<file path="src/rtl/act_pkg.sv">
// Shared types and codes for the ALOHA collision tracker.
package act_pkg;

   // Item kinds on the request channel
   localparam logic KIND_START = 1'b0;
   localparam logic KIND_END   = 1'b1;

   // Result status codes
   typedef enum logic [2:0] {
      ST_ACCEPTED  = 3'd0,
      ST_DELIVERED = 3'd1,
      ST_LOST      = 3'd2,
      ST_FULL      = 3'd3,
      ST_UNKNOWN   = 3'd4
   } status_type;

   // Time arithmetic
   localparam int TIME_W = 48;
   localparam int DUR_W  = 32;
   localparam logic [TIME_W-1:0] TIME_MAX = {TIME_W{1'b1}};

   // Command from the datapath to the packet table
   typedef struct packed {
      logic       update;
      logic       is_start;
      logic       window_open;
      logic [7:0] src;
      logic [7:0] tag;
      logic [7:0] dest;
   } tbl_cmd_type;

   // Lookup results from the packet table
   typedef struct packed {
      logic       full;
      logic       hit;
      logic       hit_collided;
      logic [7:0] hit_dest;
      logic       empty_after;
   } tbl_rsp_type;

endpackage

</file>
<file path="src/rtl/act_channels.sv">
// Request and response channel interfaces for the ALOHA collision tracker.
interface act_req_if;
   logic        valid;
   logic        ready;
   logic        kind;
   logic [47:0] now_time;
   logic [31:0] duration;
   logic [7:0]  source_id;
   logic [7:0]  packet_tag;
   logic [7:0]  dest_id;

   modport source (output valid, kind, now_time, duration, source_id, packet_tag, dest_id,
                   input ready);
   modport sink   (input valid, kind, now_time, duration, source_id, packet_tag, dest_id,
                   output ready);
endinterface

interface act_rsp_if;
   logic       valid;
   logic       ready;
   logic [2:0] status;
   logic [7:0] tag_out;
   logic [7:0] dest_out;

   modport source (output valid, status, tag_out, dest_out, input ready);
   modport sink   (input valid, status, tag_out, dest_out, output ready);
endinterface

</file>
<file path="src/rtl/act_table.sv">
// Associative table of packets in flight: tag search, free slot search, collision marks.
module act_table #(
   parameter int IN_FLIGHT   = 16,
   parameter int SOURCE_BITS = 8,
   parameter int TAG_BITS    = 8
) (
   input  logic                clock,
   input  logic                reset,
   input  act_pkg::tbl_cmd_type cmd,
   output act_pkg::tbl_rsp_type rsp
);
   import act_pkg::*;

   localparam int IDX_W = $clog2(IN_FLIGHT);
   localparam int SRC_W = (SOURCE_BITS < 8) ? SOURCE_BITS : 8;
   localparam int TAG_W = (TAG_BITS < 8) ? TAG_BITS : 8;

   logic [IN_FLIGHT-1:0] valid_ff, valid_in;
   logic [IN_FLIGHT-1:0] collided_ff, collided_in;
   logic [SRC_W-1:0]     source_ff [IN_FLIGHT];
   logic [TAG_W-1:0]     tag_ff    [IN_FLIGHT];
   logic [7:0]           dest_ff   [IN_FLIGHT];

   logic [IN_FLIGHT-1:0] src_diff;
   logic [IN_FLIGHT-1:0] hit_sel;
   logic                 free_found, hit_found;
   logic [IDX_W-1:0]     free_idx, hit_idx;
   logic                 clash;
   logic                 add_entry, drop_entry;

   // Parallel compares and lowest-index priority picks
   always_comb begin
      free_found = 1'b0;
      free_idx   = '0;
      hit_found  = 1'b0;
      hit_idx    = '0;
      hit_sel    = '0;
      src_diff   = '0;
      for (int i = 0; i < IN_FLIGHT; i++) begin
         src_diff[i] = valid_ff[i] && (source_ff[i] != cmd.src[SRC_W-1:0]);
         if (!valid_ff[i] && !free_found) begin
            free_found = 1'b1;
            free_idx   = IDX_W'(i);
         end
         if (valid_ff[i] && (tag_ff[i] == cmd.tag[TAG_W-1:0]) && !hit_found) begin
            hit_found  = 1'b1;
            hit_idx    = IDX_W'(i);
            hit_sel[i] = 1'b1;
         end
      end
   end

   assign clash      = cmd.window_open && (|src_diff);
   assign add_entry  = cmd.update && cmd.is_start && free_found;
   assign drop_entry = cmd.update && !cmd.is_start && hit_found;

   always_comb begin
      rsp.full         = !free_found;
      rsp.hit          = hit_found;
      rsp.hit_collided = collided_ff[hit_idx];
      rsp.hit_dest     = dest_ff[hit_idx];
      rsp.empty_after  = ((valid_ff & ~hit_sel) == '0);
   end

   // Next valid bits and collision marks
   always_comb begin
      valid_in    = valid_ff;
      collided_in = collided_ff;
      if (add_entry) begin
         if (clash) begin
            collided_in = collided_ff | valid_ff;
         end
         valid_in[free_idx]    = 1'b1;
         collided_in[free_idx] = clash;
      end else if (drop_entry) begin
         valid_in = valid_ff & ~hit_sel;
      end
   end

   always_ff @(posedge clock) begin
      if (reset) begin
         valid_ff <= '0;
      end else begin
         valid_ff <= valid_in;
      end
   end

   // Entry payload, no reset: read only behind a valid bit
   always_ff @(posedge clock) begin
      collided_ff <= collided_in;
      if (add_entry) begin
         source_ff[free_idx] <= cmd.src[SRC_W-1:0];
         tag_ff[free_idx]    <= cmd.tag[TAG_W-1:0];
         dest_ff[free_idx]   <= cmd.dest;
      end
   end

`ifndef NO_ASSERTIONS
   a_add_one: assert property (@(posedge clock) disable iff (reset)
      add_entry |=> $countones(valid_ff) == $past($countones(valid_ff)) + 1)
      else $error("table start did not open exactly one entry");
   a_drop_one: assert property (@(posedge clock) disable iff (reset)
      drop_entry |=> $countones(valid_ff) == $past($countones(valid_ff)) - 1)
      else $error("table end did not free exactly one entry");
   a_full_count: assert property (@(posedge clock) disable iff (reset)
      !free_found |-> $countones(valid_ff) == IN_FLIGHT)
      else $error("table reports full with free entries");
`endif

endmodule

</file>
<file path="src/rtl/act_window.sv">
// Busy window bounds: saturating end time, widening and closing.
module act_window (
   input  logic                       clock,
   input  logic                       reset,
   input  logic                       advance,
   input  logic                       is_start,
   input  logic [act_pkg::TIME_W-1:0] now_time,
   input  logic [act_pkg::DUR_W-1:0]  duration,
   input  act_pkg::tbl_rsp_type       tbl_rsp,
   output logic                       window_open
);
   import act_pkg::*;

   logic [TIME_W-1:0] start_ff, start_in;
   logic [TIME_W-1:0] end_ff, end_in;
   logic [TIME_W:0]   sum;
   logic [TIME_W-1:0] fin;

   assign window_open = (start_ff != end_ff);

   // Saturating end of this packet's airtime
   assign sum = {1'b0, now_time} + {{(TIME_W+1-DUR_W){1'b0}}, duration};
   assign fin = sum[TIME_W] ? TIME_MAX : sum[TIME_W-1:0];

   // Window update
   always_comb begin
      start_in = start_ff;
      end_in   = end_ff;
      if (advance) begin
         if (is_start) begin
            if (!tbl_rsp.full) begin
               start_in = now_time;
               if (!window_open || (end_ff < fin)) begin
                  end_in = fin;
               end
            end
         end else if (tbl_rsp.hit && tbl_rsp.empty_after && (now_time == end_ff)) begin
            start_in = '0;
            end_in   = '0;
         end
      end
   end

   always_ff @(posedge clock) begin
      if (reset) begin
         start_ff <= '0;
         end_ff   <= '0;
      end else begin
         start_ff <= start_in;
         end_ff   <= end_in;
      end
   end

`ifndef NO_ASSERTIONS
   a_open_grows: assert property (@(posedge clock) disable iff (reset)
      (advance && is_start && !tbl_rsp.full && window_open) |=> end_ff >= $past(end_ff))
      else $error("open window end moved backwards");
   a_full_hold: assert property (@(posedge clock) disable iff (reset)
      (advance && is_start && tbl_rsp.full) |=> $stable(start_ff) && $stable(end_ff))
      else $error("window changed on a full table");
`endif

endmodule

</file>
<file path="src/rtl/aloha_collision_tracker_unit.sv">
// Top level of the ALOHA collision tracker: input register, table pass, result register.
// A request word is held in the input register, then in the result register, from which its response is offered.
// Throughput: one word per cycle while the response is not stalled; the single table search and update pass sits
// between the input register and the result register.
// A stalled response holds the result register; one more request waits in the input register.
// Reset (synchronous) clears all entry valid bits and both window bounds; no clearing pass.
module aloha_collision_tracker_unit #(
   parameter int IN_FLIGHT   = 16,
   parameter int SOURCE_BITS = 8,
   parameter int TAG_BITS    = 8
) (
   input  logic      clock,
   input  logic      reset,
   act_req_if.sink   req_chan,
   act_rsp_if.source rsp_chan
);
   import act_pkg::*;

   localparam int SRC_W = (SOURCE_BITS < 8) ? SOURCE_BITS : 8;
   localparam int TAG_W = (TAG_BITS < 8) ? TAG_BITS : 8;
   localparam logic [7:0] SRC_MASK = 8'((1 << SRC_W) - 1);
   localparam logic [7:0] TAG_MASK = 8'((1 << TAG_W) - 1);

   // Input register
   logic              s1_valid_ff, s1_valid_in;
   logic              kind_ff;
   logic [TIME_W-1:0] now_ff;
   logic [DUR_W-1:0]  dur_ff;
   logic [7:0]        src_ff, tag_ff, dest_ff;

   // Result register
   logic       out_valid_ff, out_valid_in;
   status_type status_ff, status_in;
   logic [7:0] tag_out_ff;
   logic [7:0] dest_out_ff, dest_out_in;

   logic        advance, req_take, is_start, window_open;
   tbl_cmd_type tbl_cmd;
   tbl_rsp_type tbl_rsp;

   // Handshake and flow
   assign advance        = s1_valid_ff && (!out_valid_ff || rsp_chan.ready);
   assign req_chan.ready = !s1_valid_ff || advance;
   assign req_take       = req_chan.valid && req_chan.ready;
   assign is_start       = (kind_ff == KIND_START);

   always_comb begin
      s1_valid_in = s1_valid_ff;
      if (req_take) begin
         s1_valid_in = 1'b1;
      end else if (advance) begin
         s1_valid_in = 1'b0;
      end
      out_valid_in = out_valid_ff;
      if (advance) begin
         out_valid_in = 1'b1;
      end else if (rsp_chan.ready) begin
         out_valid_in = 1'b0;
      end
   end

   always_ff @(posedge clock) begin
      if (reset) begin
         s1_valid_ff  <= 1'b0;
         out_valid_ff <= 1'b0;
      end else begin
         s1_valid_ff  <= s1_valid_in;
         out_valid_ff <= out_valid_in;
      end
   end

   // Request word capture
   always_ff @(posedge clock) begin
      if (req_take) begin
         kind_ff <= req_chan.kind;
         now_ff  <= req_chan.now_time;
         dur_ff  <= req_chan.duration;
         src_ff  <= req_chan.source_id & SRC_MASK;
         tag_ff  <= req_chan.packet_tag & TAG_MASK;
         dest_ff <= req_chan.dest_id;
      end
   end

   // Table and window
   always_comb begin
      tbl_cmd.update      = advance;
      tbl_cmd.is_start    = is_start;
      tbl_cmd.window_open = window_open;
      tbl_cmd.src         = src_ff;
      tbl_cmd.tag         = tag_ff;
      tbl_cmd.dest        = dest_ff;
   end

   act_table #(
      .IN_FLIGHT   (IN_FLIGHT),
      .SOURCE_BITS (SOURCE_BITS),
      .TAG_BITS    (TAG_BITS)
   ) u_table (
      .clock (clock),
      .reset (reset),
      .cmd   (tbl_cmd),
      .rsp   (tbl_rsp)
   );

   act_window u_window (
      .clock       (clock),
      .reset       (reset),
      .advance     (advance),
      .is_start    (is_start),
      .now_time    (now_ff),
      .duration    (dur_ff),
      .tbl_rsp     (tbl_rsp),
      .window_open (window_open)
   );

   // Result word
   always_comb begin
      dest_out_in = 8'd0;
      if (is_start) begin
         status_in = tbl_rsp.full ? ST_FULL : ST_ACCEPTED;
      end else if (!tbl_rsp.hit) begin
         status_in = ST_UNKNOWN;
      end else if (tbl_rsp.hit_collided) begin
         status_in = ST_LOST;
      end else begin
         status_in   = ST_DELIVERED;
         dest_out_in = tbl_rsp.hit_dest;
      end
   end

   always_ff @(posedge clock) begin
      if (advance) begin
         status_ff   <= status_in;
         tag_out_ff  <= tag_ff;
         dest_out_ff <= dest_out_in;
      end
   end

   assign rsp_chan.valid    = out_valid_ff;
   assign rsp_chan.status   = status_ff;
   assign rsp_chan.tag_out  = tag_out_ff;
   assign rsp_chan.dest_out = dest_out_ff;

`ifndef NO_ASSERTIONS
   a_rsp_from_pass: assert property (@(posedge clock) disable iff (reset)
      $rose(out_valid_ff) |-> $past(advance))
      else $error("response word appeared without a table pass");
   a_stall_holds: assert property (@(posedge clock) disable iff (reset)
      (s1_valid_ff && !advance) |=> s1_valid_ff)
      else $error("stalled request word was dropped");
   a_not_ready_full: assert property (@(posedge clock) disable iff (reset)
      !req_chan.ready |-> (s1_valid_ff && out_valid_ff))
      else $error("request refused with room in the pipeline");
`endif

endmodule
</file>
<file path="src/flat_wrapper.sv">
// flat-port wrapper written by rule: the top's interface ports become plain ports
module aloha_collision_tracker_unit_flat import act_pkg::*;
#(
   parameter int IN_FLIGHT   = 16,
   parameter int SOURCE_BITS = 8,
   parameter int TAG_BITS    = 8
)
  (clock, reset, req_chan_valid, req_chan_kind, req_chan_now_time, req_chan_duration, req_chan_source_id, req_chan_packet_tag, req_chan_dest_id, req_chan_ready, rsp_chan_valid, rsp_chan_status, rsp_chan_tag_out, rsp_chan_dest_out, rsp_chan_ready);
  act_req_if req_chan_i ();
  act_rsp_if rsp_chan_i ();
  input  logic clock;
  input  logic reset;
  input wire logic [$bits(req_chan_i.valid)-1:0] req_chan_valid;
  input wire logic [$bits(req_chan_i.kind)-1:0] req_chan_kind;
  input wire logic [$bits(req_chan_i.now_time)-1:0] req_chan_now_time;
  input wire logic [$bits(req_chan_i.duration)-1:0] req_chan_duration;
  input wire logic [$bits(req_chan_i.source_id)-1:0] req_chan_source_id;
  input wire logic [$bits(req_chan_i.packet_tag)-1:0] req_chan_packet_tag;
  input wire logic [$bits(req_chan_i.dest_id)-1:0] req_chan_dest_id;
  output wire logic [$bits(req_chan_i.ready)-1:0] req_chan_ready;
  output wire logic [$bits(rsp_chan_i.valid)-1:0] rsp_chan_valid;
  output wire logic [$bits(rsp_chan_i.status)-1:0] rsp_chan_status;
  output wire logic [$bits(rsp_chan_i.tag_out)-1:0] rsp_chan_tag_out;
  output wire logic [$bits(rsp_chan_i.dest_out)-1:0] rsp_chan_dest_out;
  input wire logic [$bits(rsp_chan_i.ready)-1:0] rsp_chan_ready;
  assign req_chan_i.valid = req_chan_valid;
  assign req_chan_i.kind = req_chan_kind;
  assign req_chan_i.now_time = req_chan_now_time;
  assign req_chan_i.duration = req_chan_duration;
  assign req_chan_i.source_id = req_chan_source_id;
  assign req_chan_i.packet_tag = req_chan_packet_tag;
  assign req_chan_i.dest_id = req_chan_dest_id;
  assign req_chan_ready = req_chan_i.ready;
  assign rsp_chan_valid = rsp_chan_i.valid;
  assign rsp_chan_status = rsp_chan_i.status;
  assign rsp_chan_tag_out = rsp_chan_i.tag_out;
  assign rsp_chan_dest_out = rsp_chan_i.dest_out;
  assign rsp_chan_i.ready = rsp_chan_ready;
  aloha_collision_tracker_unit #(.IN_FLIGHT(IN_FLIGHT), .SOURCE_BITS(SOURCE_BITS), .TAG_BITS(TAG_BITS)) u_core (.clock(clock), .reset(reset), .req_chan(req_chan_i), .rsp_chan(rsp_chan_i));
endmodule
</file>
<file path="config.mk">
export PLATFORM = sky130hd
export DESIGN_NAME = aloha_collision_tracker_unit_flat
export DESIGN_NICKNAME = d
export VERILOG_FILES = /design/src/rtl/act_pkg.sv /design/src/rtl/act_channels.sv /design/src/rtl/act_table.sv /design/src/rtl/act_window.sv /design/src/rtl/aloha_collision_tracker_unit.sv /design/src/flat_wrapper.sv
export SDC_FILE = /design/constraint.sdc
export NUM_CORES = 1
export LEC_CHECK = 0
export BUFFER_PORTS_ARGS = -buffer_cell sky130_fd_sc_hd__buf_2
export CORE_MARGIN = 2
export CORE_UTILIZATION = 45
export CTS_BUF_LIST = sky130_fd_sc_hd__clkbuf_16
export DETAILED_ROUTE_END_ITERATION = 6
export PLACE_DENSITY = 0.58
export RECOVER_POWER = 100
export SYNTH_ARGS = -nofsm -noshare
export SYNTH_HDL_FRONTEND = slang
export SYNTH_SLANG_ARGS = --single-unit
</file>
<file path="constraint.sdc">
create_clock -name clock -period 8.9 [get_ports clock]
set_clock_uncertainty 0.15 [all_clocks]
set_input_delay 0.445 -clock clock [delete_from_list [all_inputs] [get_ports clock]]
set_output_delay 0.445 -clock clock [all_outputs]
set_load 0.01 [all_outputs]
</file>
==> flow_summary.toml, run 1 <==
[sta]
setup_tns_ns = 0
max-slew-margin-rel_pct = -167
final-hold-violation-count = 0
layout_min_cycle_time_ns = 7.89
setup_viol = 0
rsz0062_at_grt = "no"
fin_crit_sh_pct = 88.7
slew_viol_final = 940
worstMarginPinSlew_ns = 4.00
layout_setup_ws_ns = 1.01
fmax_mhz = 127
holdWs_ns = 0.315

[power_and_ir_drop]
p_per_area_mw_per_mm2 = 196
irDropWorstVdd_mv = 0.143
power_w = 0.00687
leakage_nw = 12.6

[setup_path]
cp_data_arrival_time_ns = 8.26
critPathKind = "reg2reg"
r2r_cells = 23
worst_setup_path_start_kind = "flop"
crit_fanout = 48
critPathSlowestCell = "nor2b_4"
timing.rr.end = "u_core.u_window.end_ff[36]"
critical_path.cell_chain = "ha_1, fa_1, a21oi_1, o22ai_1, o41a_1, a311o_1, a21o_1, a41o_1, nor2b_4, clkbuf_1, nor2_1, ha_1, nand4_1, nor2_1, nand4_1, nor4_1, o211a_1, a211o_1, a41oi_1, nand3_1, o21a_1, nand2b_4, mux2_1"
crit_required_ns = 9.26
rr_startpoint = "u_core.now_ff[0]"
reg2reg_slack_ns = 1.01
slowest_delay_ns = 0.95
end_kind = "flop"

[logic_synthesis]
synthFlopType = "edfxtp_1"
synthTopCellsByArea = "edfxtp_1, xnor2_1, dfxtp_1, ha_1, mux2i_1"
post_synth.cell_area_avg_um2 = 12.9
synth_top_area_share_pct = 52.0
synth_seq_cells = 638
synth_edf_count = 524
synthesis.area_mm2 = 0.0303
ys_types = 83
ys_seq_area_share_pct = 59.6
syn-num-nets = 2529
synth_cells = 2340
yosysTopAreaCell = "edfxtp_1"
synth_common_cells = "edfxtp_1, xnor2_1, nor2_1"
yosysMostFrequentCell = "edfxtp_1"
async_reset_ff_share_pct = 0
yosysWarnings = 0

[place]
place_area_mm2 = 0.0318
dp_hpwl_mm = 50.6
port-buffer-count = 129
preCtsSetupSlack_ns = 1.58
place_congestion = 0.877

[clocking]
cts_tree = "done"
clk_path_buf_depth = 3
clk_pin_slew_ns = 0.06
cts_resized = 0
numCtsBuffers = 73
clock_sinks = 638
worstSkewPairLatency_ns = 0.65
cts-root-buf = "clkbuf_16"
h-tree-depth = 3

[routing]
via_per_inst = 5.60
ant_nets = 0
vias = 19700
routedWlPerCell_um = 22.2
first_pass_iters = 5
drt_wl_total_mm = 78.0
drt_iter0_markers = 1522
drc = 0

[status]
violations = "capacitance limit, slew limit"
status = "complete, but fails checks"

[run]
drv_cap = 32

[floorplanning]
rows = 95
core-area_mm2 = 0.0669
chipWidth_um = 263
start_util_pct = 45.2
die_h_um = 263
pin_count = 130
dieArea_mm2 = 0.0693

[worst_hold_path]
hold_class = "reg2reg"
hp-start = "u_core.tag_ff[2]"
hold_depth = 0
whs_endpoint = "u_core.rsp_chan.tag_out[2]"

[finish]
finish.instance_area_mm2 = 0.0350
antenna-diode-count = 0
finalNetCount = 2774
area_delta_synth_final_pct = 15.6
fillers = 5730
drive_gt1_share_pct = 9.43

[global_route]
antenna_found_initial = 1
grt_max_degree = 73
grt_pass1_wl_mm = 118
grt_usage_pct = 22.3
grt_overflow = 0
grt_pass1_vias = 19400
how the worst max path moves through the flow:
stage / startpoint / endpoint / slack, ns / cells past startpoint
after global routing: u_core.now_ff[0] / u_core.u_window.end_ff[36] / 0.55 / 23
after floorplan: u_core.now_ff[0] / u_core.u_window.end_ff[34] / 3.08 / 24
after CTS: u_core.now_ff[0] / u_core.u_window.end_ff[46] / 1.56 / 23
final: u_core.now_ff[0] / u_core.u_window.end_ff[36] / 1.01 / 23
after global placement: u_core.now_ff[0] / u_core.u_window.end_ff[47] / 1.78 / 21
after detailed placement: u_core.now_ff[0] / u_core.u_window.end_ff[46] / 1.58 / 23
worst max-delay path: cells and delay by family (launching register included):
family	cells	cell delay, ns
compound gates	10	2.53
fa+ha+maj	3	0.87
buf+inv	1	0.61
flops	1	0.38
mux	1	0.38
simple gates	8	2.76
logic make-up after synthesis:
group                    synth area share (%)
flip-flops                               59.6
AND/OR/NAND/NOR                          10.0
AO/OA/AOI/OAI                            8.90
XOR/XNOR                                 10.9
buffers and inverters                    2.47
multiplexers                             4.77
adder cells (fa/ha/maj)                  3.33
sequential cells by signal, summed over array words and instances (netlist names), 3 cells and up:
signal	flops
u_core.tag_ff	8
u_core.rsp_chan.dest_out	8
u_core.src_ff	8
u_core.now_ff	48
u_core.u_window.end_ff	48
u_core.u_table.valid_ff	16
u_core.u_table.tag_ff	128
u_core.rsp_chan.tag_out	8
u_core.dest_ff	8
u_core.dur_ff	32
u_core.u_table.source_ff	128
u_core.rsp_chan.status	3
u_core.u_table.collided_ff	16
u_core.u_window.start_ff	48
u_core.u_table.dest_ff	128
report_power, final:
part	switching, W	internal, W	leakage [nW]	total [W]
Combinational	0.000325	0.000222	5.60	0.000547
Clock	0.00126	0.00172	1.24	0.00298
Sequential	0.0000493	0.00329	5.73	0.00334
Total	0.00164	0.00523	12.6	0.00687
layout by cell type, fill, tap and decap left out, types with 56 or more instances in the layout:
| cell | netlist | final |
|---|---|---|
| nand2_1 | 82 | 82 |
| dfxtp_1 | 114 | 114 |
| nand4_1 | 100 | 100 |
| a21oi_1 | 58 | 59 |
| dlygate4sd3_1 | 0 | 107 |
| clkbuf_16 | 0 | 73 |
| edfxtp_1 | 524 | 524 |
| ha_1 | 79 | 79 |
| nor2_1 | 136 | 132 |
| buf_2 | 15 | 91 |
| mux2i_1 | 97 | 97 |
| nand3_1 | 55 | 56 |
| xor2_1 | 99 | 99 |
| clkbuf_1 | 64 | 77 |
| o21ai_0 | 96 | 96 |
| xnor2_1 | 279 | 279 |
layout make-up:
cell class | instances | area (um^2) | share of cell area [%]
clock inverter | 57 | 567 | 1.62
inverter | 24 | 90.1 | 0.258
sequential | 638 | 18000 | 51.5
timing repair buffer | 285 | 1890 | 5.39
tap | 873 | 1090 | 3.12
multi-input combinational | 1563 | 11500 | 32.9
clock buffer | 73 | 1830 | 5.22
per-layer routing:
metal  vias to the layer above  GRT usage, %  wire length [um]
met1                      9705          32.4             36700
met4                         2          6.64              2130
met5                         -             0                 8
met2                       584          33.4             34100
met3                       151          5.02              5080
li1                       9246             -                 -
through the flow:
step / instances / util (%)
final: 3513 / 52.3
after global routing: 3513 / 52.3
after CTS: 3513 / 52.7
after detailed placement: 3276 / 47.5
after global placement: 3276 / 47.5
after floorplan: 2340 / -
timing repair:
item	4_1_cts	5_1_grt
hold endpoints to repair	107	0
buffers inserted	0	0
endpoints found under the setup margin	0	0
hold buffers	107	0
Note: power is estimated with default switching activity, not from simulation.
==> run 2, diff against run 1 <==
--- a/config.mk
+++ b/config.mk
@@ -5,7 +5,7 @@
 export SDC_FILE = /design/constraint.sdc
 export NUM_CORES = 1
 export LEC_CHECK = 0
-export BUFFER_PORTS_ARGS = -buffer_cell sky130_fd_sc_hd__buf_2
+export BUFFER_PORTS_ARGS = -buffer_cell sky130_fd_sc_hd__buf_4
 export CORE_MARGIN = 2
 export CORE_UTILIZATION = 45
 export CTS_BUF_LIST = sky130_fd_sc_hd__clkbuf_16
==> run 2 against run 1 <==
- the run still ends with capacitance limit, slew limit left
- final cell count about the same
- design area up 0.42%
- power down 1.8%
- flip-flop and latch count unchanged
- first-iteration DRC count up 12%
- setup slack better by 0.11 ns
- non-clock buffer count up 2
- via count up 0.71%
- core utilization up 0.22 points
- routed wire length up 0.19%
- critical endpoint is now u_core.u_window.end_ff[46]
- highest routed layer unchanged
==> flow_summary.toml, run 2 (synthesis gave the netlist of run 1 again) <==
[routing]
drt_wl_total_mm = 78.2
vias = 19800
ant_nets = 0
first_pass_iters = 6
drt_iter0_markers = 1711
drc = 0
routedWlPerCell_um = 22.3
via_per_inst = 5.65

[finish]
drive_gt1_share_pct = 9.59
area_delta_synth_final_pct = 16.1
antenna-diode-count = 0
top_regs = "u_core.u_table.dest_ff x128, u_core.u_table.source_ff x128, u_core.u_table.tag_ff x128"
mostFrequentLayoutCell = "edfxtp_1"
instances_no_fill = 3511
finalNetCount = 2773
final_cell_mix = "edfxtp_1, xnor2_1, nor2_1"

[floorplanning]
dieArea_mm2 = 0.0693
start_util_pct = 45.2
die_h_um = 263
chipWidth_um = 263
pin_count = 130
rows = 95
core-area_mm2 = 0.0669

[setup_path]
timing.rr.end = "u_core.u_window.end_ff[46]"
critPathKind = "reg2reg"
critPathSlowestCell = "nor2b_2"
reg2reg_slack_ns = 1.12
path_buf_inv = 1
rr_startpoint = "u_core.now_ff[0]"
crit_required_ns = 9.26
end_kind = "flop"
crit_fanout = 48
slowest_delay_ns = 1.16
critical_path.cell_chain = "ha_1, fa_1, a21oi_1, o22ai_1, o41a_1, a311o_1, a21o_1, a41o_1, nor2b_2, buf_4, nor2_1, ha_1, nand4_1, nor2_1, nand4_1, nor4_1, o211a_1, a211o_1, a41oi_1, nand3_1, o21a_2, nand2b_4, mux2_1"
cp_data_arrival_time_ns = 8.15
r2r_cells = 23
path_delay_family = "simple AND/OR/NAND/NOR gates"
worst_setup_path_start_kind = "flop"

[place]
port-buffer-count = 129
placed_cells = 3278
dp_hpwl_mm = 51.7
place_congestion = 0.892

[sta]
slew_viol_final = 816
holdWs_ns = 0.249
layout_min_cycle_time_ns = 7.78
fmax_mhz = 128
rsz0062_at_grt = "no"
max-slew-margin-rel_pct = -163
setup_tns_ns = 0
final-hold-violation-count = 0
setup_viol = 0
worstMarginPinSlew_ns = 3.94
fin_crit_sh_pct = 87.4

[clocking]
clock_sinks = 638
cts-root-buf = "clkbuf_16"
cts_tree = "done"
numCtsBuffers = 70
worstSkewPairLatency_ns = 0.63
clk_path_buf_depth = 3
h-tree-depth = 3
clk_pin_slew_ns = 0.06

[global_route]
grt_busiest_layer = "met2"
grt_overflow = 0
globalRouteMet1Util_pct = 32.8
grt_usage_pct = 22.4
antenna_found_initial = 2
gr-usage-met3_pct = 5.14
grt_pass1_wl_mm = 119
met2_usage_pct = 33.7
grt_max_degree = 72
grt_pass1_vias = 19500

[worst_hold_path]
hold_depth = 2
hp-start = "reset"
hold_class = "in2reg"
whs_endpoint = "u_core.rsp_chan.valid"

[run]
drv_cap = 29

[power_and_ir_drop]
p_per_area_mw_per_mm2 = 192
leakage_nw = 12.6
irDropWorstVdd_mv = 0.139

[status]
status = "complete, but fails checks"
violations = "capacitance limit, slew limit"
==> run 2: cell count changes in the layout (fill, tap and decap cells not counted), moves of 3 or more <==
cell,before,now
clkinv_2,12,6
clkinv_4,0,3
clkbuf_16,73,70
clkinv_1,12,16
buf_2,91,0
clkbuf_4,0,95
clkbuf_1,77,69
buf_4,8,14
==> run 2: metrics by stage <==
| step | power [W] | area, um^2 | worst slack [ns] | util (%) |
|---|---|---|---|---|
| after floorplan | 0.00373 | 30300 | 3.08 | - |
| final | 0.00675 | 35100 | 1.12 | 52.5 |
| after global placement | 0.00391 | 32100 | 1.87 | 48.0 |
| after detailed placement | 0.00392 | 32200 | 1.65 | 48.0 |
| after CTS | 0.00682 | 35500 | 1.66 | 53.0 |
| after global routing | 0.00699 | 35100 | 0.598 | 52.5 |
==> run 2: layout make-up <==
class                   count  area (um^2)
clock inverters            56          513
flip-flops and latches    638        18000
multi-input cells        1563        11500
well taps                 873         1090
inverters                  24         90.1
clock buffers              70         1750
repair buffers            287         2160
fillers                  5680        31800
==> run 2: what timing repair did <==
action,in CTS,in global routing
resized for setup,0,0
setup buffers,0,0
hold buffers,107,0
hold endpoints to repair,107,0
==> run 2: power by group <==
part	switching, W	total, W	leakage, nW	internal [W]
logic	0.000322	0.000553	5.70	0.000231
clock network	0.00123	0.00285	1.16	0.00163
registers	0.0000509	0.00334	5.73	0.00329
==> run 2: worst max path at each step <==
| stage | start | endpoint | slack, ns | depth (start not counted) |
|---|---|---|---|---|
| after floorplan | u_core.now_ff[0] | u_core.u_window.end_ff[34] | 3.08 | 24 |
| after global placement | u_core.now_ff[0] | u_core.u_window.end_ff[46] | 1.87 | 23 |
| after detailed placement | u_core.now_ff[0] | u_core.u_window.end_ff[46] | 1.65 | 23 |
| after CTS | u_core.now_ff[0] | u_core.u_window.end_ff[46] | 1.66 | 23 |
| after global routing | u_core.tag_ff[5] | u_core.rsp_chan.dest_out[3] | 0.60 | 13 |
| final | u_core.now_ff[0] | u_core.u_window.end_ff[46] | 1.12 | 23 |
==> run 2: layer usage <==
layer / part of all wire (%) / up-vias
met5: 0.029 / -
met4: 2.2 / 4
met3: 6.4 / 120
met2: 44 / 589
met1: 47 / 9853
li1: - / 9261
==> run 3, diff against run 2 <==
--- a/config.mk
+++ b/config.mk
@@ -8,10 +8,11 @@
 export BUFFER_PORTS_ARGS = -buffer_cell sky130_fd_sc_hd__buf_4
 export CORE_MARGIN = 2
 export CORE_UTILIZATION = 45
-export CTS_BUF_LIST = sky130_fd_sc_hd__clkbuf_16
+export CTS_BUF_LIST = sky130_fd_sc_hd__clkbuf_4 sky130_fd_sc_hd__clkbuf_8 sky130_fd_sc_hd__clkbuf_16
 export DETAILED_ROUTE_END_ITERATION = 6
 export PLACE_DENSITY = 0.58
 export RECOVER_POWER = 100
 export SYNTH_ARGS = -nofsm -noshare
 export SYNTH_HDL_FRONTEND = slang
+export SYNTH_HIERARCHICAL = 1
 export SYNTH_SLANG_ARGS = --single-unit
==> run 3 against run 2 <==
- the run still ends with capacitance limit, slew limit left
- global-route usage increased by 0.98 points
- sequential power about the same
- first-iteration DRC count fell by 6.4%
- routed wire length is 5.0% higher
- via count grew 3.2%
- non-clock buffer count rose by 5
- final cell count increased by 1.5%
- maximum frequency is 1.6% higher
- critical endpoint is now u_core/u_window/end_ff[46]
- largest power group unchanged
==> flow_summary.toml, run 3 <==
[routing]
routedWlPerCell_um = 23.0
vias = 20500
first_pass_iters = 5
drt_iter0_markers = 1601
via_per_inst = 5.74
drt_wl_total_mm = 82.1
drc = 0
ant_nets = 0

[logic_synthesis]
synthTopCellsByArea = "edfxtp_1, xnor2_1, dfxtp_1, ha_1, a21oi_1"
ys_types = 94
synth_edf_count = 524
synthesis.area_mm2 = 0.0302
synthFlopType = "edfxtp_1"
yosysTopAreaCell = "edfxtp_1"
ys_seq_area_share_pct = 59.6
syn-num-nets = 2580
synth_seq_cells = 638
yosysMostFrequentCell = "edfxtp_1"
synth_common_cells = "edfxtp_1, xnor2_1, a21oi_1"
post_synth.cell_area_avg_um2 = 12.6
yosysWarnings = 6
synth_cells = 2391
async_reset_ff_share_pct = 0
synth_top_area_share_pct = 52.1

[clocking]
clock_sinks = 638
clk_pin_slew_ns = 0.06
h-tree-depth = 3
cts-root-buf = "clkbuf_16"
cts_setup_buffers = 0
clk_path_buf_depth = 3
cts_tree = "done"
worstSkewPairLatency_ns = 0.61
numCtsBuffers = 72

[floorplanning]
chipWidth_um = 263
pin_count = 130
core-area_mm2 = 0.0668
dieArea_mm2 = 0.0693
rows = 95
die_h_um = 263
start_util_pct = 45.3

[setup_path]
end_kind = "flop"
crit_required_ns = 9.28
crit_fanout = 37
worst_setup_path_start_kind = "flop"
cp_data_arrival_time_ns = 8.04
critPathKind = "reg2reg"

[finish]
antenna-diode-count = 0
mostFrequentLayoutCell = "edfxtp_1"
finalNetCount = 2825
drive_gt1_share_pct = 11.0
final_cell_mix = "edfxtp_1, xnor2_1, a21oi_1"
area_delta_synth_final_pct = 16.5
top_regs = "u_core/u_table/dest_ff x128, u_core/u_table/source_ff x128, u_core/u_table/tag_ff x128"
fillers = 5771

[sta]
setup_tns_ns = 0
holdWs_ns = 0.315
layout_min_cycle_time_ns = 7.66
fmax_mhz = 131
max-slew-margin-rel_pct = -172
rsz0062_at_grt = "no"
final-hold-violation-count = 0
setup_viol = 0
worstMarginPinSlew_ns = 4.08
fin_crit_sh_pct = 86.0
slew_viol_final = 813

[status]
violations = "capacitance limit, slew limit"
status = "complete, but fails checks"

[global_route]
antenna_found_initial = 3
grt_max_degree = 80
globalRouteMet1Util_pct = 32.8
grt_pass1_vias = 20200
grt_busiest_layer = "met2"
grt_overflow = 0
grt_usage_pct = 23.4
met2_usage_pct = 37.1
grt_pass1_wl_mm = 124
gr-usage-met3_pct = 4.06

[place]
dp_hpwl_mm = 53.8
port-buffer-count = 129
place_congestion = 0.880

[run]
drv_cap = 25

[power_and_ir_drop]
p_per_area_mw_per_mm2 = 197
irDropWorstVdd_mv = 0.146
power_w = 0.00695
leakage_nw = 12.1

[worst_hold_path]
hold_class = "reg2reg"
run 3: cell types whose count changed after synthesis, sizes merged, moves of 42 or more:
cell and delta:
a21oi +89, xor2 -57, mux2i -56, nand2 +55, xnor2 +43, a22o -42
run 3: worst max-delay path: stages, from the launching register on:
cell	delay, ns
edfxtp_1	0.32
clkbuf_1	1.49
xor2_1	0.16
nor4_1	0.75
nand3_1	0.22
and2_0	0.34
nand2_1	0.24
or3_1	0.16
o21ai_0	0.10
and4_1	0.23
nand4_1	0.10
nor3_1	0.06
nand2_1	0.10
nor4_1	0.07
nand4_1	0.21
nor3_4	0.04
buf_4	0.32
o211ai_1	0.26
clkbuf_1	0.70
nor2_1	0.12
nor2_1	0.90
buf_4	0.37
a2bb2o_1	0.17
run 3: area by class of cell:
type                    count  area [um^2]  share of cell area [%]
flip-flops and latches    638        18000                    51.2
multi-input cells        1595        11300                    32.2
repair buffers            292         2210                    6.27
clock buffers             107         2170                    6.15
well taps                 873         1090                    3.10
clock inverters            23          258                   0.732
inverters                  37          139                   0.395
run 3: path summary, 6_finish.rpt:
kind | start | endpoint | cells after the start | slack (ns)
setup reg to reg | u_core/tag_ff[0] | u_core/u_window/end_ff[46] | 22 | 1.24
setup / recovery | u_core/tag_ff[0] | u_core/u_window/end_ff[46] | 22 | 1.24
hold reg to reg | u_core/u_window/start_ff[1] | u_core/u_window/start_ff[1] | 2 | 0.31
hold / removal | u_core/u_window/start_ff[1] | u_core/u_window/start_ff[1] | 2 | 0.31
run 3: cells by family after synthesis:
logic type | after synthesis | synth area share (%)
adders and majority gates | 80 | 3.34
muxes | 45 | 1.51
AOI/OAI and AO/OA | 515 | 11.6
buffers and inverters | 158 | 2.95
and+or+nand+nor | 591 | 10.5
DFF | 638 | 59.6
xor gates and xnor gates | 364 | 10.5
run 3: per-layer routing:
layer | part of all wire [%] | wire length [um] | up-vias
li1 | - | - | 9534
met1 | 45 | 37000 | 10100
met2 | 46 | 37500 | 683
met3 | 6.3 | 5150 | 125
met4 | 2.9 | 2390 | 2
met5 | 0.016 | 13 | -
run 3: stage by stage:
step	cell area [um^2]	cells	util, %	setup slack (ns)
after floorplan	30200	2391	-	3.48
after global placement	32000	3327	48.0	2.01
after detailed placement	32000	3327	48.0	1.89
after CTS	35500	3565	53.2	1.83
after global routing	35200	3565	52.7	0.659
final	35200	3565	52.7	1.24
run 3: what timing repair did:
| action | CTS | global route |
|---|---|---|
| hold buffers | 108 | 0 |
| resized for setup | 0 | 0 |
| endpoints found under the hold margin | 115 | 0 |
run 3: power by group:
part	total (W)	switching, W	internal [W]
registers	0.00335	0.0000563	0.00329
logic	0.000591	0.000347	0.000245
clock network	0.00301	0.00117	0.00183
total	0.00695	0.00158	0.00537
